===== src/rtl/core/ssp_pkg.sv =====
// Shared types and constants for the servo status packet receiver.
// No dependencies; used by the receiver top level and its checker.
`default_nettype none

package ssp_pkg;

    // Timer and limit widths
    localparam int TIMER_BITS  = 20;
    localparam int LIMIT_BITS  = 20;
    localparam int CMP_BITS    = (TIMER_BITS > LIMIT_BITS) ? TIMER_BITS : LIMIT_BITS;
    localparam logic [TIMER_BITS-1:0] TICK_MAX = {TIMER_BITS{1'b1}};
    localparam logic [LIMIT_BITS-1:0] LIMIT_RESET = LIMIT_BITS'(1000);

    // Packet layout
    localparam int INDEX_BITS = 9;
    localparam logic [INDEX_BITS-1:0] SUM_FIRST_INDEX = INDEX_BITS'(2);
    localparam logic [INDEX_BITS-1:0] LENGTH_INDEX    = INDEX_BITS'(3);
    localparam logic [INDEX_BITS-1:0] INDEX_MAX       = {INDEX_BITS{1'b1}};

    // Request operation codes; code 3 carries no meaning and is ignored
    typedef enum logic [1:0] {
        OP_START = 2'd0,
        OP_BYTE  = 2'd1,
        OP_TICK  = 2'd2
    } op_t;

    typedef struct packed {
        op_t        operation;
        logic [7:0] rx_byte;
    } in_t;

    typedef struct packed {
        logic [INDEX_BITS-1:0] byte_index;
        logic [7:0]            byte_value;
        logic                  last;
        logic                  timed_out;
        logic                  checksum_bad;
    } out_t;

endpackage

`default_nettype wire


===== src/rtl/core/servo_status_packet_receiver.sv =====
// Servo status packet receiver: byte indexing, checksum check and inter-byte timeout.
// Depends on ssp_pkg for payload types and constants.
//
//  channel | direction | handshake           | payload
//  --------+-----------+---------------------+--------------------------------
//  in      | into      | in_valid/in_ready   | ssp_pkg::in_t  (operation, byte)
//  out     | out of    | out_valid/out_ready | ssp_pkg::out_t (index, value, flags)
//  cfg     | into      | cfg_valid/cfg_ready | timeout limit, 20 bits
//
// One request per cycle while not stalled; its result, if any, appears in the output
// register in the cycle after acceptance. The state update and result are one add and
// compare between the request and the output register.
// Requests stall only while the output register holds an untaken result.
// Reset leaves the receiver idle with the limit at 1000 ticks.
`default_nettype none

module servo_status_packet_receiver (
    input  wire logic                          clk,
    input  wire logic                          rst_n,
    input  wire logic                          in_valid,
    output logic                               in_ready,
    input  wire ssp_pkg::in_t                  in_data,
    output logic                               out_valid,
    input  wire logic                          out_ready,
    output ssp_pkg::out_t                      out_data,
    input  wire logic                          cfg_valid,
    output logic                               cfg_ready,
    input  wire logic [ssp_pkg::LIMIT_BITS-1:0] cfg_data
);

    // Receiver state
    logic                              receiving_reg, receiving_next;
    logic [ssp_pkg::INDEX_BITS-1:0]    byte_count_reg, byte_count_next;
    logic [7:0]                        packet_length_reg, packet_length_next;
    logic [7:0]                        running_sum_reg, running_sum_next;
    logic [ssp_pkg::TIMER_BITS-1:0]    tick_count_reg, tick_count_next;
    logic [ssp_pkg::LIMIT_BITS-1:0]    limit_reg;

    logic                              out_valid_reg;
    ssp_pkg::out_t                     out_data_reg;

    logic                              accept;
    logic                              result_valid;
    ssp_pkg::out_t                     result;

    // Working values
    logic [7:0]                        length_eff;
    logic [ssp_pkg::INDEX_BITS-1:0]    final_index;
    logic                              is_final;
    logic [ssp_pkg::TIMER_BITS-1:0]    tick_inc;

    assign in_ready  = !out_valid_reg || out_ready;
    assign accept    = in_valid && in_ready;
    assign cfg_ready = 1'b1;
    assign out_valid = out_valid_reg;
    assign out_data  = out_data_reg;

    // Final-byte detection; the length byte counts at once
    assign length_eff  = (byte_count_reg == ssp_pkg::LENGTH_INDEX) ? in_data.rx_byte
                                                                   : packet_length_reg;
    assign final_index = ssp_pkg::INDEX_BITS'(length_eff) + ssp_pkg::LENGTH_INDEX;
    assign is_final    = (byte_count_reg >= ssp_pkg::LENGTH_INDEX) &&
                         (byte_count_reg == final_index);
    assign tick_inc    = (tick_count_reg == ssp_pkg::TICK_MAX) ? tick_count_reg
                                                                : tick_count_reg + 1'b1;

    // Next state and result
    always_comb
    begin
        receiving_next     = receiving_reg;
        byte_count_next    = byte_count_reg;
        packet_length_next = packet_length_reg;
        running_sum_next   = running_sum_reg;
        tick_count_next    = tick_count_reg;
        result_valid       = 1'b0;
        result             = '0;
        result.byte_index  = byte_count_reg;

        case (in_data.operation)
            ssp_pkg::OP_START:
            begin
                receiving_next     = 1'b1;
                byte_count_next    = '0;
                packet_length_next = '0;
                running_sum_next   = '0;
                tick_count_next    = '0;
            end
            ssp_pkg::OP_BYTE:
            begin
                if (receiving_reg)
                begin
                    tick_count_next   = '0;
                    result_valid      = 1'b1;
                    result.byte_value = in_data.rx_byte;
                    if (byte_count_reg == ssp_pkg::LENGTH_INDEX)
                        packet_length_next = in_data.rx_byte;
                    if (is_final)
                    begin
                        result.last         = 1'b1;
                        result.checksum_bad = (~running_sum_reg) != in_data.rx_byte;
                        receiving_next      = 1'b0;
                    end
                    else
                    begin
                        if (byte_count_reg >= ssp_pkg::SUM_FIRST_INDEX)
                            running_sum_next = running_sum_reg + in_data.rx_byte;
                        if (byte_count_reg != ssp_pkg::INDEX_MAX)
                            byte_count_next = byte_count_reg + 1'b1;
                    end
                end
            end
            ssp_pkg::OP_TICK:
            begin
                if (receiving_reg)
                begin
                    tick_count_next = tick_inc;
                    if (ssp_pkg::CMP_BITS'(tick_inc) >= ssp_pkg::CMP_BITS'(limit_reg))
                    begin
                        result_valid     = 1'b1;
                        result.last      = 1'b1;
                        result.timed_out = 1'b1;
                        receiving_next   = 1'b0;
                    end
                end
            end
            default:
            begin
                result_valid = 1'b0;
            end
        endcase
    end

    // State registers
    always_ff @(posedge clk or negedge rst_n)
    begin
        if (!rst_n)
        begin
            receiving_reg     <= 1'b0;
            byte_count_reg    <= '0;
            packet_length_reg <= '0;
            running_sum_reg   <= '0;
            tick_count_reg    <= '0;
        end
        else if (accept)
        begin
            receiving_reg     <= receiving_next;
            byte_count_reg    <= byte_count_next;
            packet_length_reg <= packet_length_next;
            running_sum_reg   <= running_sum_next;
            tick_count_reg    <= tick_count_next;
        end
    end

    // Timeout limit register
    always_ff @(posedge clk or negedge rst_n)
    begin
        if (!rst_n)
            limit_reg <= ssp_pkg::LIMIT_RESET;
        else if (cfg_valid && cfg_ready)
            limit_reg <= cfg_data;
    end

    // Output register
    always_ff @(posedge clk or negedge rst_n)
    begin
        if (!rst_n)
            out_valid_reg <= 1'b0;
        else if (accept)
            out_valid_reg <= result_valid;
        else if (out_ready)
            out_valid_reg <= 1'b0;
    end

    always_ff @(posedge clk)
    begin
        if (accept && result_valid)
            out_data_reg <= result;
    end

endmodule

`default_nettype wire


===== config.mk =====
export PLATFORM = sky130hd
export DESIGN_NAME = servo_status_packet_receiver
export DESIGN_NICKNAME = d
export VERILOG_FILES = /design/src/rtl/core/ssp_pkg.sv /design/src/rtl/core/servo_status_packet_receiver.sv
export SDC_FILE = /design/constraint.sdc
export NUM_CORES = 1
export LEC_CHECK = 0
export ABC_AREA = 1
export BUFFER_PORTS_ARGS = -buffer_cell sky130_fd_sc_hd__buf_2
export CAP_MARGIN = 25
export CORE_AREA = 2 2 160 84
export DETAILED_ROUTE_END_ITERATION = 12
export DIE_AREA = 0 0 162 86
export HOLD_SLACK_MARGIN = 0.12
export PLACE_DENSITY = 0.75
export SYNTH_ARGS = -nofsm -noshare
export SYNTH_HDL_FRONTEND = slang
export SYNTH_SLANG_ARGS = --single-unit

===== constraint.sdc =====
create_clock -name clk -period 3.5 [get_ports clk]
set_input_delay 0.35 -clock clk [delete_from_list [all_inputs] [get_ports clk]]
set_output_delay 0.35 -clock clk [all_outputs]
set_load 0.005 [all_outputs]

==> summary.txt <==
CTS
  – CTS tree: built
  – Cts hold-fix bufs: 0
  – Number of buffers created by CTS: 9
  – Clock sinks: a little under 90
  – CTS H-tree lvls: 3
  – Clock Path Buffers: 2
  – Clk_lat worst skew: 0.34 ns
  – Root buf cell: clkbuf_16
  – Clock transition at path regs: around 0.060 ns

Synthesis
  – Top cell type's share of synthesized area: about 28%
  – Post-synth top cells: nand2_1 (160), inv_1 (106), dfrtp_1 (61), o21ai_0 (59), nor2_1 (54)
  – Post-Syn Area per Cell: about 8 sq um
  – Post-Synth XOR/XNOR Area: about 2.9%
  – Largest family of logic cells by synthesized area: simple AND/OR/NAND/NOR gates
  – Synth area leaders: dfrtp_1 (28%), edfxtp_1 (11%), nand2_1 (11%), ha_1 (8.2%), inv_1 (7.2%)
  – Compound-gate portion of the synthesized area: about a tenth
  – Yosys top cell by area: dfrtp_1
  – Synthesized area: about 5500 sq um
  – Syn_nets: around 770
  – Synth Register Bits: 87
  – Register area share after synthesis: roughly two fifths
  – Main flop type after synthesis: dfrtp_1
  – Ys Warns: 0
  – Most common cell in the netlist: nand2_1
  – EDFF count, synth: 20
  – Post-synthesis simple-gate area fraction: 26.8%
  – Post-Syn Instances: roughly 700
  – Cell variety after synth: 41
  – Proportion of synthesized area in mux cells: less than 1%
  – Async set-reset flop share out of synthesis: between 70% and 80%
  – Post-synthesis adder-cell area fraction: between 8 and 9%

Finish
  – Fraction of layout cells with a size suffix above 1: 24.8%
  – Area Growth Syn to Fin: 24.7%
  – Finished Layout Cells: between 900 and 1000
  – Antenna cells: 0
  – Fill count: roughly 1200
  – Fin area: between 6000 and 7000 sq um
  – Final #Nets: approximately 890

Placement
  – Dpl ws: -0.303 ns
  – Detailed Place HPWL: 11500 um
  – Port Buffers: 56
  – Area after DPL: around 6300 sq um
  – Routability cong.: 0.945
  – Placed Cells: about 960

Global routing
  – Largest net degree at the start of global routing: ~70
  – First-pass GRT wire length: ~24000 um
  – Vias in the first global route: about 4500
  – GRT overflow: 0
  – Total GRT Usage: a little under a quarter
  – Initial antenna violation count: 0

Critical path
  – Worst Setup End Kind: flop
  – Startpoint Class: flop
  – Critical path class: reg -> reg
  – FF-to-FF setup slack: -0.08 ns
  – Crit path required time: 3.56 ns
  – CP max FO: 7
  – Crit path DAT: around 3.6 ns

Drt
  – Routed len/inst: 15.2 um
  – M1 wire length: 8300 um
  – Violation count after the first detailed-route iteration: between 300 and 400
  – Highest Signal Layer: met4
  – DRT antenna net count: 0
  – DR DRC count: 0
  – DR WL met3: 1320 um
  – DRT Pass-1 Iters: 5
  – DR vias/cell: about 5.0
  – Routed met2 length: 5430 um
  – Via Count: about 5000
  – Total wire length: approximately 15000 um

Die
  – Row cnt: 29
  – Die X: 162 um
  – Starting Density: between 40 and 50%
  – Core area: between 10000 and 15000 sq um
  – Die area: 13900 sq um
  – # IOs: 58
  – Die Ht: approximately 86 um

Power
  – Worst vdd ir: 0.232 mV
  – P_leak: 3.41 nW
  – PwrDens: 367 nW/um^2
  – Tot Pwr: 2.52 mW

Timing
  – Setup violations, final: 14
  – Relative slew margins: a little under 40%
  – Worst Max-Slew Pin Slew: between 0.9 and 1 ns
  – Worst Clk Skew: 0.00726 ns
  – Final Hold Fails: 0
  – Highest Clock Rate: 279 MHz
  – Minimum clock period: between 3 and 4 ns
  – Tcrit/Tclk final: 102%
  – Setup slack after layout: -0.0831 ns
  – RSZ-0062 raised after global routing: yes
  – Max-slew violation count: 0

Flow run
  – MaxCap Viol Count: 0

Min path
  – Worst min path class: in -> async

Status
  – Violations in the final reports: setup timing
  – Outcome: finished with violations
-- metal layers --
| metal | GRT usage (%) | vias to the layer above |
|---|---|---|
| li1 | - | 2505 |
| met5 | 0 | - |
| met1 | 38.1 | 2300 |
| met3 | 5.51 | 7 |
| met4 | 3.62 | 0 |
| met2 | 28.4 | 166 |
-- worst max-delay path: stages (launching register included) --
cell      delay [ns]
dfrtp_1         0.42
nand2_1         0.13
nor2_2          0.12
nand2_1         0.11
nor2_4          0.17
nand3_4         0.10
nor2_4          0.11
nand2_4         0.08
nand3b_1        0.14
nor2_2          0.06
nand4_1         0.08
xor2_1          0.20
inv_1           0.10
ha_4            0.28
nand4_1         0.13
nor2_2          0.16
nand4_1         0.10
nand4_1         0.11
nand2_1         0.07
inv_1           0.06
nand2_2         0.05
inv_2           0.08
o21ai_4         0.05
inv_2           0.11
buf_12          0.12
buf_12          0.12
-- worst paths after layout --
check                                   startpoint            endpoint  depth (start not counted)
min in group clk                      cfg_data[15]       limit_reg[15]                          3
worst max register to register   tick_count_reg[7]         out_data[4]                         25
max in group asynchronous                    rst_n   byte_count_reg[8]                          2
worst max-delay path             tick_count_reg[7]         out_data[4]                         25
worst min-delay path                         rst_n       limit_reg[16]                          2
worst min register to register  running_sum_reg[2]  running_sum_reg[2]                          2
-- cell usage in the layout (no fill, tap or decap), types with 10 or more instances in the layout --
master / Yosys / routed
nand2_1: 160 / 157
buf_4: 1 / 63
buf_2: 1 / 56
xor2_1: 15 / 15
dfrtp_1: 61 / 61
o22ai_1: 10 / 10
edfxtp_1: 20 / 20
nor2_1: 54 / 46
o21ai_1: 10 / 11
nand2_2: 11 / 13
inv_1: 106 / 103
o21ai_0: 59 / 57
nand4_1: 10 / 10
ha_1: 36 / 32
nand3_1: 43 / 41
a21oi_1: 26 / 26
nor3_1: 14 / 13
-- power by group --
part / internal, mW / switching [mW] / leakage, nW
Sequential: 1.10 / 0.0302 / 1.07
Clock: 0.548 / 0.403 / 0.135
Combinational: 0.160 / 0.276 / 2.21
Total: 1.81 / 0.709 / 3.41
-- cells by family after synthesis --
family / Yosys count
mux: 1
xor+xnor: 18
fa+ha+maj: 37
flops: 87
buf+inv: 127
simple gates: 318
other cells: 1
compound gates: 110
-- cell type report --
type	count	area, sq um	share of cell area [%]
clock buffers	11	233	3.39
clock inverters	5	50.0	0.730
inverters	114	430	6.28
multi-input cells	485	2820	41.1
flip-flops and latches	87	2280	33.3
well taps	170	213	3.10
repair buffers	123	828	12.1
-- per-stage QoR --
stage | utilization (%) | hold slack [ns] | setup TNS, ns
after floorplan | - | 0.0544 | 0
after global placement | 50.8 | 0.471 | -3.95
after detailed placement | 50.8 | 0.484 | -5.92
after CTS | 54.8 | 0.212 | -0.660
after global routing | 55.3 | 0.222 | -7.00
final | 55.3 | 0.212 | -1.05
-- repair_timing --
action / CTS / global route
pin swaps: 12 / 10
setup buffers: 12 / 4
setup endpoints to repair: 21 / 41
gates cloned: 1 / 0
gates resized for setup: 24 / 11
(Power assumes the default switching activity.)
